$ cat config.mk
export PLATFORM = sky130hd
export DESIGN_NAME = difference_prefix_code_encoder_unit
export DESIGN_NICKNAME = d
export VERILOG_FILES = /design/src/hdl/dpce_pkg.sv /design/src/hdl/difference_prefix_code_encoder_unit.sv
export SDC_FILE = /design/constraint.sdc
export NUM_CORES = 1
export LEC_CHECK = 0
export ABC_AREA = 0
export BUFFER_PORTS_ARGS = -buffer_cell sky130_fd_sc_hd__buf_4
export CAP_MARGIN = 10
export CORE_MARGIN = 10
export CORE_UTILIZATION = 40
export CTS_BUF_LIST = sky130_fd_sc_hd__clkbuf_4 sky130_fd_sc_hd__clkbuf_8
export DETAILED_ROUTE_END_ITERATION = 8
export PLACE_DENSITY = 0.59
export SYNTH_ARGS = -nofsm -noshare
export SYNTH_HDL_FRONTEND = slang
export SYNTH_SLANG_ARGS = --single-unit
$ cat constraint.sdc
create_clock -name clk -period 5.3 [get_ports clk]
set_clock_uncertainty 0.05 [all_clocks]
set_input_delay 1.06 -clock clk [delete_from_list [all_inputs] [get_ports clk]]
set_output_delay 1.06 -clock clk [all_outputs]
set_load 0.02 [all_outputs]
$ cat src/hdl/dpce_pkg.sv
// types and constants shared by the difference prefix code encoder
package dpce_pkg;

  typedef struct packed {
    logic signed [8:0] diff;
    logic              last;
  } diff_item_t;

  typedef struct packed {
    logic [7:0] out_byte;
    logic       last_byte;
  } code_item_t;

  // magnitude class bounds and offsets
  localparam logic [8:0] CLASS1_BASE = 9'd2;
  localparam logic [8:0] CLASS2_BASE = 9'd6;
  localparam logic [8:0] CLASS3_BASE = 9'd22;

  // class prefixes
  localparam logic [1:0] PREFIX1 = 2'b10;
  localparam logic [2:0] PREFIX2 = 3'b110;
  localparam logic [2:0] PREFIX3 = 3'b111;

  // total code lengths per class
  localparam logic [3:0] LEN0 = 4'd3;
  localparam logic [3:0] LEN1 = 4'd5;
  localparam logic [3:0] LEN2 = 4'd8;
  localparam logic [3:0] LEN3 = 4'd12;

  // packed code bits, left aligned, are placed into this many bits
  localparam logic [4:0] ALIGN_BITS = 5'd24;

endpackage

$ cat src/hdl/difference_prefix_code_encoder_unit.sv
// top level of the difference prefix code encoder
//
// request channel: diff_valid / diff_stall / diff_item carry one signed difference
// and a last flag. result channel: code_valid / code_stall / code_item carry one
// packed code byte, first code bit in the msb, and last_byte on the final byte
// of a stream.
// each difference becomes a 3 to 12 bit code that is packed behind the bits left
// over from earlier requests. a request yields zero, one, two or three bytes; on
// last the partial byte is flushed zero padded and the packer starts fresh.
// with the byte register empty, a request moves from the input register into the
// byte group register, where its first byte is shown and can be taken.
// throughput: the byte output register drains one byte per cycle while code_stall
// is low; the next request is taken into the input register while the current
// bytes are still draining.
// reset clears both valid flags and the leftover bits.
// a stalled result holds its byte; the input register then fills and diff_stall
// rises until the result side takes the final byte of the group.
module difference_prefix_code_encoder_unit
  import dpce_pkg::*;
(
  input  logic       clk,
  input  logic       rst,
  input  logic       diff_valid,
  output logic       diff_stall,
  input  diff_item_t diff_item,
  output logic       code_valid,
  input  logic       code_stall,
  output code_item_t code_item
);

  // input register
  logic       a_valid;
  diff_item_t a_item;

  // leftover code bits
  logic [6:0] pending_bits;
  logic [2:0] pending_count;

  // byte group register
  logic [7:0] g_bytes [3];
  logic [1:0] g_count;
  logic [1:0] g_idx;
  logic       g_last;

  logic        neg;
  logic [8:0]  mag;
  logic [8:0]  rel1, rel2, rel3;
  logic [11:0] code;
  logic [3:0]  len;
  logic [18:0] acc;
  logic [4:0]  n;
  logic [23:0] aligned;
  logic [2:0]  rem;
  logic [6:0]  keep_mask;
  logic        flush;
  logic [1:0]  new_count;
  logic        g_final;
  logic        out_take;
  logic        a_move;
  logic        in_take;

  always_comb begin
    neg  = a_item.diff[8];
    mag  = neg ? (9'd0 - a_item.diff) : a_item.diff;
    rel1 = mag - CLASS1_BASE;
    rel2 = mag - CLASS2_BASE;
    rel3 = mag - CLASS3_BASE;
    if (mag < CLASS1_BASE) begin
      code = {9'd0, 1'b0, mag[0], neg};
      len  = LEN0;
    end else if (mag < CLASS2_BASE) begin
      code = {7'd0, PREFIX1, rel1[1:0], neg};
      len  = LEN1;
    end else if (mag < CLASS3_BASE) begin
      code = {4'd0, PREFIX2, rel2[3:0], neg};
      len  = LEN2;
    end else begin
      code = {PREFIX3, rel3[7:0], neg};
      len  = LEN3;
    end
    acc       = ({12'd0, pending_bits} << len) | {7'd0, code};
    n         = {2'd0, pending_count} + {1'b0, len};
    aligned   = {5'd0, acc} << (ALIGN_BITS - n);
    rem       = n[2:0];
    keep_mask = ~(7'h7f << rem);
    flush     = a_item.last && (rem != 3'd0);
    new_count = n[4:3] + {1'b0, flush};
  end

  always_comb begin
    code_valid = (g_count != 2'd0);
    g_final    = (g_idx == g_count - 2'd1);
    out_take   = code_valid && !code_stall;
    a_move     = a_valid && (!code_valid || (out_take && g_final));
    diff_stall = a_valid && !a_move;
    in_take    = diff_valid && !diff_stall;
    unique case (g_idx)
      2'd0:    code_item.out_byte = g_bytes[0];
      2'd1:    code_item.out_byte = g_bytes[1];
      default: code_item.out_byte = g_bytes[2];
    endcase
    code_item.last_byte = g_last && g_final;
  end

  always_ff @(posedge clk) begin
    if (rst) begin
      a_valid <= 1'b0;
    end else if (in_take) begin
      a_valid <= 1'b1;
    end else if (a_move) begin
      a_valid <= 1'b0;
    end
    if (in_take) begin
      a_item <= diff_item;
    end
  end

  always_ff @(posedge clk) begin
    if (rst) begin
      pending_bits  <= 7'd0;
      pending_count <= 3'd0;
    end else if (a_move) begin
      if (a_item.last) begin
        pending_bits  <= 7'd0;
        pending_count <= 3'd0;
      end else begin
        pending_bits  <= acc[6:0] & keep_mask;
        pending_count <= rem;
      end
    end
  end

  always_ff @(posedge clk) begin
    if (rst) begin
      g_count <= 2'd0;
      g_idx   <= 2'd0;
    end else if (a_move) begin
      g_count <= new_count;
      g_idx   <= 2'd0;
    end else if (out_take) begin
      if (g_final) begin
        g_count <= 2'd0;
        g_idx   <= 2'd0;
      end else begin
        g_idx <= g_idx + 2'd1;
      end
    end
  end

  always_ff @(posedge clk) begin
    if (a_move) begin
      g_bytes[0] <= aligned[23:16];
      g_bytes[1] <= aligned[15:8];
      g_bytes[2] <= aligned[7:0];
      g_last     <= a_item.last;
    end
  end

endmodule

==> run_results.csv, run 1 <==
group,metric,value,unit
status,status,"finished clean",
timing,rsz0062_at_grt,"no",
synthesis,synth_area_leaders,"edfxtp_1 23%, dfxtp_1 6.7%, nand2_1 5.2%",
power_and_ir_drop,seq_power_share,36.2,%
global_route,grt_pass1_wl,22.4,mm
power_and_ir_drop,p_leak,0.00198,uW
critical_path,crit_path_max_incr_delay,0.54,ns
power_and_ir_drop,clockPowerShare,17.6,%
critical_path,crit_buf_inv,6,
layout,layout.nets,582,
hold_path,holdCritPathClass,"register to register",
power_and_ir_drop,p_sw,543,uW
critical_path,cp_cell_sequence,"inv_1, ha_2, a21o_1, ha_1, buf_4, o31a_1, o21a_1, nor3_2, nand2_1, inv_2, ha_1, inv_1, fa_1, inv_1, ha_1, buf_12, nand2_1, o31ai_4, a21oi_1, o21bai_1, a211oi_2, o22ai_1",
global_route,grt_max_degree,35,
hold_path,worstHoldStart,"g_count[1]$_SDFFE_PP0P_",
timing,fmax,0.199,GHz
power_and_ir_drop,switching_share,40.1,%
cts,cts_hold_buffers,0,
power_and_ir_drop,p_per_area,262,nW/um^2
timing,post-route-period-util,94.7,%
placed_design,dp.cells,682,
critical_path,r2r-start,"a_item[1]$_DFFE_PP_",
synthesis,synth_cells,529,
synthesis,ys_seq_elements,50,
critical_path,cp_slowest_cell,"fa_1",
floorplan,initial_core_util,41.1,%
global_route,globalRoute.totalOverflow,0,
critical_path,crit_family,"adder cells",
synthesis,synth_edf_count,35,
cts,cts_sinks,50,
power_and_ir_drop,power_frac_comb,46.2,%
global_route,grt_usage,16.9,%
floorplan,core_area,10900,sq um
layout,fin_cells,695,
placed_design,hpwl,10.3,mm
drt,drtIter0Drc,645,
cts,clk_pin_slew,0.10,ns
floorplan,rows,38,
power_and_ir_drop,ir_drop,0.128,mV
floorplan,die_area,15900,sq um
layout,area_growth,14.9,%
floorplan,pin_count,25,
placed_design,io_buffers,24,
synthesis,netlist.area_leader.share,23.4,%
drt,drc,0,
drt,vias,4435,
timing,tightest_slew,0.998,ns
cts,cts_buffers,5,
layout,antennaDiodeCount,0,
critical_path,crit_type,"register to register",
critical_path,end_kind,"register",
cts,root_buffer,"clkbuf_8",
cts,clk_latency,0.34,ns
timing,final-hold-violation-count,0,
synthesis,seq_area_frac_synth,30.1,%
timing,slew_headroom,33.2,%
global_route,grt_pass1_vias,4260,
synthesis,async_flop_share,0,%
drt,routed_wire_length_per_instance,19.6,um
floorplan,die_width,126,um
critical_path,critPathLaunchType,"register",
critical_path,cp.required,5.31,ns
power_and_ir_drop,p_int,810,uW
cts,htreeDepth,2,
cts,cts_tree,"done",
layout,nFillCells,1055,
drt,ant_nets,0,
synthesis,synth.distinct_cells,81,
job,maxCapViolations,0,
layout,final_cell_area,5160,sq um
timing,slew_viol_final,0,
placed_design,placed_area,4890,sq um
drt,routed_wl,13.7,mm
synthesis,synth_warnings,0,
placed_design,gp_congestion,0.982,
layout,drive_gt1_share,20.5,%
timing,final-setup-viol-count,0,
synthesis,synth_ff_type,"edfxtp_1",
synthesis,syn-cell-area,4490,sq um
critical_path,arrival,5.03,ns
global_route,antenna_found_initial,0,
floorplan,die_h,126,um
drt,drtPass1Iterations,6,
drt,viasPerCell,6.38,
critical_path,critPathLaunch,"a_item[1]$_DFFE_PP_",
placed_design,preCtsSetupSlack,-0.0126,ns
synthesis,yosysTopAreaCell,"edfxtp_1",
critical_path,path_max_fanout,26,
timing,totalNegativeSetupSlack,0,ns
timing,fin_ws,0.280,ns
synthesis,syn-num-nets,557,
cts,clockBufferDepth,2,
timing,fin_crit,5.02,ns
synthesis,syn_avg_cell_area,8.50,sq um
==> layout make-up <==
class / count / area [sq um] / share of cell area (%)
inverters: 25 / 101 / 1.96
clock inverters: 3 / 20.0 / 0.388
well taps: 140 / 175 / 3.39
flip-flops and latches: 50 / 1350 / 26.2
multi-input cells: 415 / 3000 / 58.0
clock buffers: 5 / 68.8 / 1.33
repair inverters: 1 / 5.00 / 0.0969
repair buffers: 56 / 445 / 8.62
==> what timing repair did <==
item,4_1_cts,5_1_grt
endpoints found under the setup margin,1,17
resized for setup,1,32
hold endpoints to repair,0,0
cloned,0,1
pin swaps,0,3
buffers inserted,0,4
==> tightest hold or removal path: stages (launching register included) <==
cell,delay [ns]
dfxtp_1,0.32
nand2_1,0.05
a21oi_1,0.05
==> cells in the final DEF (no fill, tap or decap), types with 4 or more instances in the layout <==
cell type	instances
o21ai_0	18
a221oi_1	6
nand2b_1	9
dfxtp_1	15
nor2_1	39
a21o_1	5
nor2b_1	7
a21oi_1	30
mux4_2	5
ha_1	10
nand3_1	17
o21a_1	4
a31oi_1	5
o211ai_1	10
inv_1	21
xnor2_1	9
buf_4	54
xor2_1	4
a211oi_1	7
o311ai_0	4
nor3_1	8
a32o_1	8
mux2_2	4
and3_1	14
edfxtp_1	35
o31ai_1	5
or3_1	6
clkbuf_8	5
o22ai_1	6
nand2_1	62
a22oi_1	14
mux2i_1	9
==> cells in the mapped netlist, types with 8 or more instances <==
| master | count |
|---|---|
| nand2b_1 | 9 |
| a22oi_1 | 15 |
| a21oi_1 | 31 |
| a211oi_1 | 9 |
| edfxtp_1 | 35 |
| a32o_1 | 8 |
| dfxtp_1 | 15 |
| buf_2 | 10 |
| mux2i_1 | 9 |
| ha_1 | 13 |
| nand3_1 | 17 |
| clkbuf_1 | 23 |
| o22ai_1 | 8 |
| o21ai_0 | 20 |
| and3_1 | 14 |
| nand2_1 | 62 |
| nor3_1 | 8 |
| inv_1 | 22 |
| nor2b_1 | 8 |
| xnor2_1 | 9 |
| nor2_1 | 40 |
| o211ai_1 | 10 |
==> cells by family (layout without fill, tap and decap cells) <==
logic type	count (synthesis)	count (layout)	share of synthesized area [%]
mux	18	18	5.51
compound gates	178	178	29.7
buf+inv	64	90	5.82
flops	50	50	30.1
fa+ha+maj	14	14	4.06
xor+xnor	14	14	3.03
simple gates	191	191	21.8
==> per-stage QoR <==
step	total power [uW]	hold slack, ns	utilization [%]
after floorplan	903	0.382	-
after global placement	1070	0.390	44.8
after detailed placement	1070	0.401	44.8
after CTS	1310	0.414	45.6
after global routing	1440	0.436	47.2
final	1350	0.413	47.2
==> worst paths after layout <==
kind                        endpoint  slack (ns)  cells after the start
min          g_count[1]$_SDFFE_PP0P_        0.41                      2
max          g_bytes[0][0]$_DFFE_PP_        0.28                     22
min reg2reg  g_count[1]$_SDFFE_PP0P_        0.41                      2
max reg2reg  g_bytes[0][0]$_DFFE_PP_        0.28                     22
==> layer usage <==
layer,track usage [%],share of wire (%),vias to the layer above
met1,21.2,42,2117
met2,27.0,47,197
met4,7.50,3.6,0
met3,3.86,7.5,39
li1,-,-,2082
met5,0,0,-
==> sequential cells by signal, summed over array words and instances (netlist names) <==
signal         count
g_bytes           24
a_item            10
pending_bits       7
pending_count      3
g_count            2
g_idx              2
a_valid            1
g_last             1
==> power by group through the flow <==
| stage | Sequential, uW | Clock (uW) | Combinational, uW |
|---|---|---|---|
| 2_1_floorplan | 490 | 0 | 414 |
| 3_3_place_gp | 498 | 0 | 575 |
| 3_5_place_dp | 499 | 0 | 574 |
| 4_1_cts | 490 | 244 | 578 |
| 5_1_grt | 494 | 263 | 684 |
| 6_report | 490 | 238 | 625 |
No activity file was read; power rests on OpenSTA's default activity.
==> inputs of run 2 (changes only) <==
Settings changed: ABC_AREA 0 to not set, CTS_BUF_LIST sky130_fd_sc_hd__clkbuf_4 sky130_fd_sc_hd__clkbuf_8 to not set.
==> run_results.csv, run 2 (synthesized netlist as in run 1, its figures left out) <==
group,metric,value,unit
global_route,grt_usage,16.7,%
drt,routed_wire_length_per_instance,19.5,um
floorplan,initial_core_util,41.1,%
timing,slew_viol_final,0,
critical_path,cp_cell_sequence,"inv_1, ha_2, a21o_1, ha_1, buf_4, o31a_1, o21a_1, nor3_2, nand2_1, inv_2, ha_1, inv_1, fa_1, inv_1, ha_1, buf_6, nand2_1, o31ai_4, a21oi_1, o21bai_1, a211oi_2, o22ai_1",
placed_design,io_buffers,24,
power_and_ir_drop,p_sw,544,uW
cts,htreeDepth,2,
drt,ant_nets,0,
layout,final_core_utilization,47.1,%
global_route,grt_pass1_vias,4260,
layout,area_growth,14.6,%
critical_path,path_max_fanout,26,
timing,rsz0062_at_grt,"yes",
cts,cts_tree,"done",
critical_path,crit_type,"register to register",
layout,antennaDiodeCount,0,
power_and_ir_drop,ir_drop,0.176,mV
timing,final-hold-violation-count,0,
timing,fmax,0.196,GHz
floorplan,die_h,126,um
critical_path,critPathLaunchType,"register",
layout,drive_gt1_share,18.7,%
layout,regMostFlops,"g_bytes",
floorplan,die_width,126,um
layout,final_common_cell,"nand2_1",
timing,tightest_slew,0.979,ns
critical_path,arrival,5.07,ns
layout,fin_cells,692,
cts,cts_buffers,5,
critical_path,cp_slowest_cell,"fa_1",
placed_design,dp.cells,682,
global_route,grt_pass1_wl,22.3,mm
critical_path,crit_path_max_incr_delay,0.54,ns
floorplan,core_area,10900,sq um
placed_design,gp_congestion,0.982,
status,status,"finished clean",
drt,viasPerCell,6.33,
timing,fin_crit,5.10,ns
cts,cts_hold_buffers,0,
critical_path,end_kind,"register",
power_and_ir_drop,p_per_area,277,nW/um^2
timing,fin_ws,0.200,ns
timing,post-route-period-util,96.2,%
layout,layout.nets,579,
drt,drc,0,
power_and_ir_drop,clockPowerShare,22.9,%
global_route,antenna_found_initial,1,
power_and_ir_drop,switching_share,38.1,%
power_and_ir_drop,p_int,885,uW
hold_path,holdCritPathClass,"register to register",
job,maxCapViolations,0,
drt,drtIter0Drc,565,
floorplan,die_area,15900,sq um
placed_design,placed_area,4890,sq um
global_route,grt_max_degree,35,
floorplan,rows,38,
layout,reg.largest.list,"g_bytes (24), a_item (10), pending_bits (7)",
cts,clk_latency,0.30,ns
drt,routed_wl,13.5,mm
power_and_ir_drop,p_total,1430,uW
global_route,globalRoute.totalOverflow,0,
power_and_ir_drop,power_frac_comb,42.8,%
layout,nFillCells,1051,
cts,cts_sinks,50,
placed_design,preCtsSetupSlack,-0.0126,ns
cts,root_buffer,"clkbuf_16",
power_and_ir_drop,p_leak,0.00199,uW
timing,slew_headroom,34.5,%
placed_design,hpwl,10.3,mm
cts,clk_pin_slew,0.07,ns
power_and_ir_drop,seq_power_share,34.3,%
critical_path,cp.required,5.27,ns
layout,final_cell_mix,"62 x nand2_1, 52 x buf_4, 40 x nor2_1",
layout,final_cell_area,5150,sq um
layout,largest_register_ffs,24,
floorplan,pin_count,25,
cts,clockBufferDepth,2,
drt,drtPass1Iterations,6,
timing,final-setup-viol-count,0,
drt,vias,4379,
[run 2: cell types whose count changed in the layout (fill, tap and decap cells not counted), moves of 2 or more]
| cell | before | now |
|---|---|---|
| clkbuf_16 | 0 | 5 |
| clkbuf_8 | 5 | 0 |
| buf_4 | 54 | 52 |
| ha_1 | 10 | 12 |
| ha_2 | 3 | 1 |
[run 2: power by group through the flow]
stage | combinational [uW] | sequential [uW] | clock (uW)
2_1_floorplan | 414 | 490 | 0
3_3_place_gp | 575 | 498 | 0
3_5_place_dp | 574 | 499 | 0
4_1_cts | 578 | 490 | 334
5_1_grt | 670 | 494 | 352
6_report | 611 | 490 | 327
[run 2: cell type report]
type | count | area [sq um] | area share (%)
multi-input cells | 415 | 2960 | 57.4
repair buffers | 54 | 422 | 8.19
inverters | 25 | 101 | 1.97
clock inverters | 3 | 20.0 | 0.389
clock buffers | 5 | 125 | 2.43
flip-flops and latches | 50 | 1350 | 26.2
well taps | 140 | 175 | 3.40
[run 2: timing repair]
action                                  in CTS  in global routing
setup buffers                                0                  2
endpoints found under the hold margin        0                  0
endpoints found under the setup margin       1                 16
gates resized for setup                      1                 19
pin swaps                                    0                  1
[run 2: stage by stage]
step	hold WS, ns	setup TNS (ns)
finish	0.409	0
global route	0.431	-0.104
CTS	0.409	0
detailed placement	0.401	-0.0126
global placement	0.390	0
floorplan	0.382	0
[run 2: worst paths after layout]
check,endpoint,slack (ns),cells past startpoint,start
setup reg to reg,g_bytes[0][0]$_DFFE_PP_,0.20,22,a_item[1]$_DFFE_PP_
hold reg to reg,g_count[1]$_SDFFE_PP0P_,0.41,2,g_count[1]$_SDFFE_PP0P_
hold / removal,g_count[1]$_SDFFE_PP0P_,0.41,2,g_count[1]$_SDFFE_PP0P_
setup / recovery,g_bytes[0][0]$_DFFE_PP_,0.20,22,a_item[1]$_DFFE_PP_
[run 2: worst max-delay path: cells and delay by family, from the launching register on]
family / cells / cell delay, ns
AND/OR/NAND/NOR: 3 / 0.52
flip-flops: 1 / 0.38
buffers and inverters: 6 / 0.83
AO/OA/AOI/OAI: 8 / 1.37
adder cells (fa/ha/maj): 5 / 1.65
[run 2: metal layers]
metal  up-vias  track usage [%]  wire [um]
met5         -                0          0
met2       181             26.9       6350
li1       2073                -          -
met3        36             3.78        970
met1      2089             21.1       5720
met4         0             7.17        459
==> inputs of run 3 (changes only) <==
Settings changed: GPL_TIMING_DRIVEN set to 0, SETUP_SLACK_MARGIN set to 0.5.
==> run_results.csv, run 3 (synthesized netlist as in run 1, its figures left out) <==
group,metric,value,unit
global_route,grt_pass1_vias,4348,
critical_path,reg2reg_slack,0.70,ns
cts,cts_buffers,5,
timing,fmax,0.218,GHz
placed_design,gp_congestion,0.933,
critical_path,worstReg2RegEnd,"g_bytes[0][2]$_DFFE_PP_",
drt,routed_wire_length_per_instance,20.6,um
floorplan,core_area,10900,sq um
cts,root_buffer,"clkbuf_16",
critical_path,arrival,4.57,ns
drt,routed_wl,14.9,mm
status,status,"finished clean",
drt,viasPerCell,6.34,
power_and_ir_drop,p_leak,0.00216,uW
layout,nFillCells,1076,
layout,drive_gt1_share,26.8,%
layout,fin_cells,722,
timing,totalNegativeSetupSlack,0,ns
power_and_ir_drop,ir_drop,0.157,mV
drt,drtIter0Drc,459,
layout,final_core_utilization,51.2,%
critical_path,critPathLaunchType,"register",
timing,post-route-period-util,86.7,%
layout,layout.nets,609,
floorplan,die_width,126,um
timing,slew_headroom,11.4,%
critical_path,r2r_cells,25,
timing,final-hold-violation-count,0,
critical_path,cp.required,5.27,ns
global_route,grt_max_degree,32,
critical_path,r2r-start,"a_item[1]$_DFFE_PP_",
layout,final_common_cell,"nand2_1",
layout,reg.largest.list,"g_bytes (24), a_item (10), pending_bits (7)",
floorplan,initial_core_util,41.1,%
global_route,grt_pass1_wl,23.8,mm
layout,regMostFlops,"g_bytes",
drt,drc,0,
layout,largest_register_ffs,24,
floorplan,pin_count,25,
cts,clockBufferDepth,2,
cts,htreeDepth,2,
placed_design,dp.cells,692,
layout,final_cell_mix,"60 x nand2_1, 45 x buf_4, 36 x nor2_1",
global_route,globalRoute.totalOverflow,0,
placed_design,io_buffers,23,
critical_path,crit_type,"register to register",
layout,antennaDiodeCount,0,
cts,clk_latency,0.30,ns
hold_path,holdCritPathClass,"register to register",
critical_path,path_max_fanout,10,
timing,rsz0062_at_grt,"no",
drt,ant_nets,0,
floorplan,rows,38,
job,maxCapViolations,0,
global_route,antenna_found_initial,0,
power_and_ir_drop,p_per_area,268,nW/um^2
floorplan,die_area,15900,sq um
cts,cts_sinks,50,
cts,clk_pin_slew,0.07,ns
hold_path,worstHoldPathCells,2,
cts,cts_tree,"done",
hold_path,worstHoldStart,"g_count[1]$_SDFFE_PP0P_",
critical_path,end_kind,"register",
floorplan,die_h,126,um
timing,tightest_slew,1.33,ns
hold_path,hold_end,"g_count[1]$_SDFFE_PP0P_",
placed_design,hpwl,11.0,mm
global_route,grt_usage,18.1,%
layout,area_growth,24.5,%
timing,final-setup-viol-count,0,
timing,fin_crit,4.60,ns
timing,slew_viol_final,0,
drt,drtPass1Iterations,5,
cts,cts_hold_buffers,0,
drt,vias,4575,
## run 3: cell count changes in the layout (fill, tap and decap cells not counted), moves of 4 or more
cell / previous run / this run
buf_2: 0 / 9
buf_4: 52 / 45
clkbuf_1: 0 / 10
clkbuf_4: 0 / 5
clkbuf_8: 0 / 4
ha_1: 12 / 8
ha_4: 0 / 4
nor2_1: 40 / 36
o311ai_0: 4 / 0
## run 3: how the worst max path moves through the flow
stage	startpoint	endpoint	slack (ns)
global placement	a_item[9]$_DFFE_PP_	g_bytes[0][0]$_DFFE_PP_	-0.96
finish	a_item[1]$_DFFE_PP_	g_bytes[0][2]$_DFFE_PP_	0.70
detailed placement	a_item[9]$_DFFE_PP_	g_bytes[0][0]$_DFFE_PP_	-0.99
CTS	a_item[1]$_DFFE_PP_	g_bytes[0][3]$_DFFE_PP_	0.50
global route	a_item[1]$_DFFE_PP_	g_bytes[0][2]$_DFFE_PP_	0.51
floorplan	a_item[1]$_DFFE_PP_	g_bytes[0][4]$_DFFE_PP_	0.51
## run 3: routing by layer
layer	vias up	GRT usage [%]	part of all wire [%]
li1	2145	-	-
met1	2224	23.1	43
met2	175	30.3	48
met3	31	2.81	6.2
met4	0	5.83	2.6
met5	-	0	0
## run 3: worst max-delay path, stage by stage (launching register included)
cell       delay (ns)
edfxtp_1         0.38
buf_6            0.16
inv_4            0.08
ha_4             0.16
nor3b_4          0.24
buf_6            0.15
nor4_4           0.05
or3_1            0.32
buf_6            0.16
nand2_4          0.10
inv_8            0.04
ha_4             0.26
clkbuf_8         0.17
clkinv_4         0.10
buf_8            0.14
clkbuf_16        0.16
ha_2             0.19
inv_2            0.07
ha_4             0.20
clkbuf_8         0.16
buf_8            0.15
clkbuf_2         0.21
nand3_1          0.10
o21ai_0          0.12
o2111ai_1        0.26
o211ai_1         0.13
## run 3: layout make-up
| cell class | instances | area (sq um) | area share (%) |
|---|---|---|---|
| multi-input cells | 415 | 3190 | 57.0 |
| flip-flops and latches | 50 | 1350 | 24.2 |
| repair buffers | 45 | 342 | 6.11 |
| plain buffers | 39 | 290 | 5.19 |
| well taps | 140 | 175 | 3.13 |
| clock buffers | 6 | 129 | 2.30 |
| inverters | 25 | 111 | 1.99 |
| clock inverters | 2 | 8.76 | 0.157 |
## run 3: report_power, final
group	leakage, uW	internal [uW]	switching (uW)
logic	0.00164	281	424
clock network	0.0000683	173	134
registers	0.000456	470	16.7
total	0.00216	924	575
## run 3: through the flow
| stage | hold WS (ns) | worst slack, ns | power, uW | cell area (sq um) |
|---|---|---|---|---|
| after detailed placement | 0.400 | -0.994 | 1080 | 4870 |
| final | 0.409 | 0.702 | 1500 | 5590 |
| after global placement | 0.395 | -0.959 | 1080 | 4870 |
| after CTS | 0.407 | 0.503 | 1460 | 5400 |
| after global routing | 0.429 | 0.515 | 1580 | 5590 |
| after floorplan | 0.382 | 0.511 | 908 | 4530 |
## run 3: what timing repair did
| item | in CTS | in global routing |
|---|---|---|
| setup buffers | 18 | 4 |
| endpoints found under the setup margin | 26 | 24 |
| resized for setup | 66 | 42 |
| hold endpoints to repair | 0 | 0 |
| pin swaps | 13 | 16 |
